## config.mk

```make
export PLATFORM = sky130hd
export DESIGN_NAME = snsc_div
export DESIGN_NICKNAME = d
export VERILOG_FILES = /design/src/rtl/snsc_pkg.sv /design/src/rtl/snsc_div.sv
export SDC_FILE = /design/constraint.sdc
export NUM_CORES = 1
export LEC_CHECK = 0
export ABC_AREA = 1
export BUFFER_PORTS_ARGS = -buffer_cell sky130_fd_sc_hd__buf_4
export CORE_MARGIN = 3
export CORE_UTILIZATION = 54
export CTS_CLUSTER_SIZE = 8
export DETAILED_ROUTE_END_ITERATION = 8
export GPL_ROUTABILITY_DRIVEN = 0
export PLACE_DENSITY = 0.81
export SYNTH_ARGS = -nofsm -noshare
export SYNTH_HDL_FRONTEND = slang
export SYNTH_SLANG_ARGS = --single-unit
```

## constraint.sdc

```tcl
create_clock -name clock -period 3.6 [get_ports clock]
set_input_delay 0.72 -clock clock [delete_from_list [all_inputs] [get_ports clock]]
set_output_delay 0.72 -clock clock [all_outputs]
set_load 0.02 [all_outputs]
```

## src/rtl/snsc_pkg.sv

```systemverilog
package snsc_pkg;

   localparam int STRIP_BITS    = 12;
   localparam int E_BITS        = 24;
   localparam int POS_BITS      = 24;
   localparam int TIME_BITS     = 16;
   localparam int ESUM_BITS     = 30;
   localparam int WSUM_BITS     = POS_BITS + ESUM_BITS;
   localparam int PROD_BITS     = POS_BITS + E_BITS + 1;
   localparam int ACC_BITS      = 64;
   localparam int CNT_BITS      = 7;
   localparam int MAX_CELLS_DEF = 64;
   localparam int MAX_RESULTS   = 64;

   localparam logic [CNT_BITS-1:0] CLUSTER_SIZE_RST = 7'd3;

   typedef struct packed {
      logic signed [STRIP_BITS-1:0] strip_y;
      logic signed [STRIP_BITS-1:0] strip_z;
      logic [E_BITS-1:0]            hit_energy;
      logic signed [POS_BITS-1:0]   hit_pos_x;
      logic signed [POS_BITS-1:0]   hit_pos_y;
      logic signed [POS_BITS-1:0]   hit_pos_z;
      logic [TIME_BITS-1:0]         hit_time;
      logic                         window_last;
   } req_type;

   typedef struct packed {
      logic signed [STRIP_BITS-1:0] seed_y;
      logic signed [STRIP_BITS-1:0] seed_z;
      logic [ESUM_BITS-1:0]         cluster_energy;
      logic signed [POS_BITS-1:0]   centroid_x;
      logic signed [POS_BITS-1:0]   centroid_y;
      logic signed [POS_BITS-1:0]   centroid_z;
      logic [TIME_BITS-1:0]         earliest_time;
      logic [CNT_BITS-1:0]          distinct_y_count;
      logic [CNT_BITS-1:0]          distinct_z_count;
      logic [CNT_BITS-1:0]          member_count;
      logic                         cell_overflow;
      logic                         last_cluster;
   } rsp_type;

   typedef struct packed {
      logic signed [STRIP_BITS-1:0] y;
      logic signed [STRIP_BITS-1:0] z;
      logic [ESUM_BITS-1:0]         e;
      logic signed [WSUM_BITS-1:0]  wx;
      logic signed [WSUM_BITS-1:0]  wy;
      logic signed [WSUM_BITS-1:0]  wz;
      logic signed [POS_BITS-1:0]   fx;
      logic signed [POS_BITS-1:0]   fy;
      logic signed [POS_BITS-1:0]   fz;
      logic [TIME_BITS-1:0]         t;
   } cell_rec_type;

   typedef struct packed {
      logic taken;
      logic inclu;
      logic adj;
      logic ys;
      logic zs;
   } cell_flag_type;

   typedef struct packed {
      logic                         clear;
      logic                         shift;
      logic                         load;
      logic                         bcast;
      logic                         new_cluster;
      cell_rec_type                 hit;
      logic signed [STRIP_BITS-1:0] bc_y;
      logic signed [STRIP_BITS-1:0] bc_z;
   } cell_ctrl_type;

   function automatic logic signed [WSUM_BITS-1:0] sat_wsum(
      input logic signed [WSUM_BITS-1:0] a,
      input logic signed [WSUM_BITS-1:0] b);
      logic signed [WSUM_BITS:0] s;
      s = (WSUM_BITS+1)'(a) + (WSUM_BITS+1)'(b);
      if (s[WSUM_BITS] != s[WSUM_BITS-1])
         return s[WSUM_BITS] ? {1'b1, {(WSUM_BITS-1){1'b0}}}
                             : {1'b0, {(WSUM_BITS-1){1'b1}}};
      return s[WSUM_BITS-1:0];
   endfunction

   // clamp to [-2^62, 2^62-1]
   function automatic logic signed [ACC_BITS-1:0] sat_acc(
      input logic signed [ACC_BITS-1:0]  a,
      input logic signed [WSUM_BITS-1:0] b);
      logic signed [ACC_BITS:0] s;
      s = (ACC_BITS+1)'(a) + (ACC_BITS+1)'(b);
      if (s[ACC_BITS:ACC_BITS-2] == 3'b000 || s[ACC_BITS:ACC_BITS-2] == 3'b111)
         return s[ACC_BITS-1:0];
      return s[ACC_BITS] ? {2'b11, {(ACC_BITS-2){1'b0}}}
                         : {2'b00, {(ACC_BITS-2){1'b1}}};
   endfunction

   function automatic logic near(
      input logic signed [STRIP_BITS-1:0] a,
      input logic signed [STRIP_BITS-1:0] b);
      logic signed [STRIP_BITS:0] d;
      d = (STRIP_BITS+1)'(a) - (STRIP_BITS+1)'(b);
      return d == 0 || d == 1 || d == -1;
   endfunction

endpackage

```

## src/rtl/snsc_div.sv

```systemverilog
module snsc_div import snsc_pkg::*; #(
   parameter int DVS_BITS = 36
) (
   input  logic                       clock,
   input  logic                       reset,
   input  logic                       start,
   input  logic signed [ACC_BITS-1:0] dividend,
   input  logic [DVS_BITS-1:0]        divisor,
   output logic                       done,
   output logic signed [ACC_BITS-1:0] quotient
);

   localparam int CW = $clog2(ACC_BITS);

   logic                run_ff, run_in, done_ff, done_in, neg_ff, neg_in;
   logic [CW-1:0]       cnt_ff, cnt_in;
   logic [ACC_BITS-1:0] dq_ff, dq_in;
   logic [DVS_BITS-1:0] rem_ff, rem_in, dvs_ff, dvs_in;
   logic [DVS_BITS+1:0] diff;

   assign done     = done_ff;
   assign quotient = neg_ff ? -dq_ff : dq_ff;

   always_comb begin
      run_in  = run_ff;
      done_in = 1'b0;
      neg_in  = neg_ff;
      cnt_in  = cnt_ff;
      dq_in   = dq_ff;
      rem_in  = rem_ff;
      dvs_in  = dvs_ff;
      diff    = {1'b0, rem_ff, dq_ff[ACC_BITS-1]} - {2'b00, dvs_ff};
      if (start) begin
         run_in = 1'b1;
         neg_in = dividend[ACC_BITS-1];
         dq_in  = dividend[ACC_BITS-1] ? -dividend : dividend;
         rem_in = '0;
         dvs_in = divisor;
         cnt_in = '0;
      end else if (run_ff) begin
         // one quotient bit a cycle, restoring
         if (!diff[DVS_BITS+1]) begin
            rem_in = diff[DVS_BITS-1:0];
            dq_in  = {dq_ff[ACC_BITS-2:0], 1'b1};
         end else begin
            rem_in = {rem_ff[DVS_BITS-2:0], dq_ff[ACC_BITS-1]};
            dq_in  = {dq_ff[ACC_BITS-2:0], 1'b0};
         end
         cnt_in = cnt_ff + 1'b1;
         if (cnt_ff == CW'(ACC_BITS-1)) begin
            run_in  = 1'b0;
            done_in = 1'b1;
         end
      end
   end

   always_ff @(posedge clock) begin
      if (reset) begin
         run_ff  <= 1'b0;
         done_ff <= 1'b0;
      end else begin
         run_ff  <= run_in;
         done_ff <= done_in;
      end
   end

   always_ff @(posedge clock) begin
      neg_ff <= neg_in;
      cnt_ff <= cnt_in;
      dq_ff  <= dq_in;
      rem_ff <= rem_in;
      dvs_ff <= dvs_in;
   end

endmodule

```

==> metrics.md <==
| Metric | Value |
|---|---|
| Top cell type's share of synthesized area | ~23% |
| Final Hold Viols | 0 |
| Die height | 162 um |
| Worst setup SP type | flop |
| Vias | about 15000 |
| CTS clk-pin slew, worst paths | ~0.070 ns |
| Die ar. | 26200 um2 |
| Primary FF master, synth | edfxtp_1 |
| Total Wirelength | 43000 um |
| Syn Std Cell Area | between 10000 and 15000 um2 |
| Core Util, Final | around 65% |
| Syn_nets | ~2200 |
| # setup viols final | 0 |
| Area leader, netlist | edfxtp_1 |
| Syn. warnings | 0 |
| Fillers | 2144 |
| Switching share of total power | about a third |
| Sw power | around 1.8 mW |
| Fin. max-slew vios | 0 |
| Post-DP HPWL | around 32000 um |
| M2 GR Usage | between 50 and 60% |
| Crit-path slowest cell | edfxtp_1 |
| Worst path buffer plus inverter count | 1 |
| LEAKAGE | around 7.5 nW |
| Clock skew | around 0.014 ns |
| CP Cell Sequence | nor2_1, nand2_1, nor2_1, nand2_1, nor3_1, xor2_1, nand2_1, o21ai_0, buf_4 |
| Initial antenna violation count | 0 |
| Hold path start | reset |
| Final Non-Filler Cells | 2580 |
| CORE AREA | roughly 24000 um2 |
| # DRC | 0 |
| Worst r2r src | dvs_ff[18] |
| Post-Syn Area per Cell | roughly 6.3 um2 |
| Logic pwr share | 26.1% |
| Arr. time, crit path | approximately 2.8 ns |
| Power density cells | around 350 nW/um2 |
| Seq pwr share | between 30% and 40% |
| Final net count | roughly 2400 |
| Clock Latency Late Sink | 0.44 ns |
| I/O Buffers | 167 |
| Total Routing Usage GR | approximately a third |
| Cell mode on critical path | nand2_1 |
| Worst Path Max Fanout | 4 |
| Critical Path Sink Type | output pin |
| EDFF count, synth | approximately 100 |
| Final Cycle Share | 98.2% |
| Cell-internal power | roughly 3.6 mW |
| Worst EP required | 2.88 ns |
| Fmax achieved | between 200 and 300 MHz |
| Root buf cell | clkbuf_16 |
| Critical Path Max Stage Delay | 0.49 ns |
| Post-synthesis async set-or-reset flop share | 0% |
| # hold bufs at CTS | 0 |
| Placed cells | roughly 2500 |
| Kind of critical path | reg -> out |
| Final critical-path required period | 3.54 ns |
| DR pass1 iterations | 6 |
| P&R area growth vs syn | 17.4% |
| Starting DRT DRC Count | 1611 |
| Post-DR wirelength/cell | ~17 um |
| Hold path depth | 2 |
| M3 GR Usage | roughly 3.5% |
| Vias per Instance | ~5.7 |
| Synth top area cells | edfxtp_1, nand2_1, inv_1 |
| Post-Syn Instances | 2092 |
| Die Width | 162 um |
| Max Cap Violations | 0 |
| Yosys cell types | 48 |
| CP top delay family | simple AND/OR/NAND/NOR gates |
| H-tree levels | 4 |
| R2R depth | 13 |
| Proportion of layout cells with a drive suffix above 1 | about an eighth |
| Clock tree buffer depth | 2 |
| Initial Util | approximately 55% |
| FF-to-FF End | rem_ff[8] |
| Hold crit path type | in -> reg |
| Met1 GRT Util | a little under 40% |
| Number of buffers created by CTS | 17 |
| Sequential area share after synthesis | approximately 30% |
| Status | finished, final reports clean |
| Hold endpoint | done |
| Largest net degree at the start of global routing | 100 |
| Clk sinks | approximately 150 |
| Slew @ Worst Pin | around 0.9 ns |
| Clock power share | a little over a third |
| Worst reg-to-reg setup slack | 1.00 ns |
| Vias in the first global route | around 14000 |
| Antenna Cells | 0 |
| GRT Max-Usage Layer | met2 |
| Site Rows | 56 |
| Detail Route Antenna Nets | 0 |
| CTS tree | done |
| Slew HR | 40.2% |
| I/O pins | between 150 and 200 |
| Max IR drop VDD | 0.329 mV |
| First-pass GRT wire length | approximately 67000 um |
| Yosys reg bits | about 150 |
| Total gr overflow | 0 |
-- final cells by class --
class / count / area [um2] / share of cell area (%)
multi-input combinational: 1580 / 7830 / 50.9
sequential: 145 / 3910 / 25.4
timing repair buffer: 185 / 1430 / 9.27
inverter: 319 / 1200 / 7.78
clock buffer: 19 / 443 / 2.88
tap: 319 / 399 / 2.59
clock inverter: 13 / 176 / 1.15
-- per-layer routing --
metal,vias to the layer above,wire [um]
li1,6959,-
met1,6673,16100
met2,883,20500
met3,208,3610
met4,0,2820
met5,-,0
-- synthesized netlist by cell type, types with 2 or more instances --
cell type	count
nand2_1	659
inv_1	315
nor2_1	272
nand3_1	180
o21ai_0	113
edfxtp_1	101
xor2_1	83
dfxtp_1	44
nand4_1	44
a21oi_1	41
ha_1	39
clkbuf_1	25
xnor2_1	25
nor3_1	24
nand3b_1	20
buf_1	12
nand3_2	12
or2_2	10
buf_2	7
o21ai_1	7
nor4_1	6
o21bai_1	6
a31oi_1	5
nor2_2	5
nand2_2	4
nor3_2	4
and2_1	3
inv_2	3
a21o_1	2
buf_6	2
nand2_4	2
-- cell usage in the layout (no fill, tap or decap), types with 3 or more instances in the layout --
master and instances:
a31oi_1 5, inv_1 314, o21ai_1 5, dfxtp_1 44, nand2_2 5, clkbuf_16 17
nand3_2 13, nor3_2 3, or2_2 10, xor2_1 81, nor3_1 24, ha_1 39
a21oi_1 41, edfxtp_1 101, clkinv_4 3, nand3_1 179, inv_2 4, o21bai_1 6
nor2_2 4, nand2_1 658, nor4_1 6, bufinv_16 3, nand4_1 44, nand3b_1 20
buf_4 182, and2_1 3, buf_12 3, nor2_4 3, o21ai_0 113, nor2_1 271
xnor2_1 25
-- kinds of logic (layout without fill, tap and decap cells) --
family	after synthesis	after routing	synth area share [%]
AND/OR/NAND/NOR	1250	1250	40.8
buffers and inverters	367	536	10.8
AO/OA/AOI/OAI	182	182	7.42
flip-flops	145	145	29.9
XOR/XNOR	108	108	7.22
adder cells (fa/ha/maj)	40	40	3.88
-- how the worst max path moves through the flow --
stage | from | endpoint | slack (ns) | cells past startpoint
2_1_floorplan | start | dq_ff[0] | 0.01 | 4
3_3_place_gp | dq_ff[0] | quotient[52] | 0.62 | 14
3_5_place_dp | dq_ff[0] | quotient[52] | 0.49 | 14
4_1_cts | dq_ff[0] | quotient[52] | 0.02 | 14
5_1_grt | dq_ff[0] | quotient[22] | -0.005 | 13
6_report | dq_ff[15] | quotient[34] | 0.06 | 9
-- flip-flops by register name, indices dropped and copies added, names as in the netlist --
register / flops
dq_ff: 64
run_ff: 1
dvs_ff: 36
neg_ff: 1
rem_ff: 36
done: 1
cnt_ff: 6
-- metrics by stage --
step / area (um2) / worst slack (ns) / setup TNS [ns] / hold slack [ns] / power [mW]
after floorplan: 13100 / 0.0125 / 0 / 0.440 / 2.86
after global placement: 14700 / 0.625 / 0 / 0.457 / 3.41
after detailed placement: 14700 / 0.487 / 0 / 0.457 / 3.43
after CTS: 15300 / 0.0216 / 0 / 0.452 / 5.32
after global routing: 15400 / -0.00505 / -0.00505 / 0.452 / 5.56
final: 15400 / 0.0649 / 0 / 0.460 / 5.37
-- power groups by stage --
stage	Clock, mW	Combinational [mW]	Sequential (mW)
global route	1.98	1.51	2.07
global placement	0	1.33	2.08
detailed placement	0	1.35	2.08
finish	1.91	1.40	2.06
floorplan	0	0.810	2.05
CTS	1.91	1.36	2.05
-- repair_timing --
item                                    in CTS  in global routing
buffers inserted                             0                  7
endpoints found under the hold margin        0                  0
gates resized for setup                      0                 11
endpoints found under the setup margin       0                 15
No activity file was read; power rests on OpenSTA's default activity.
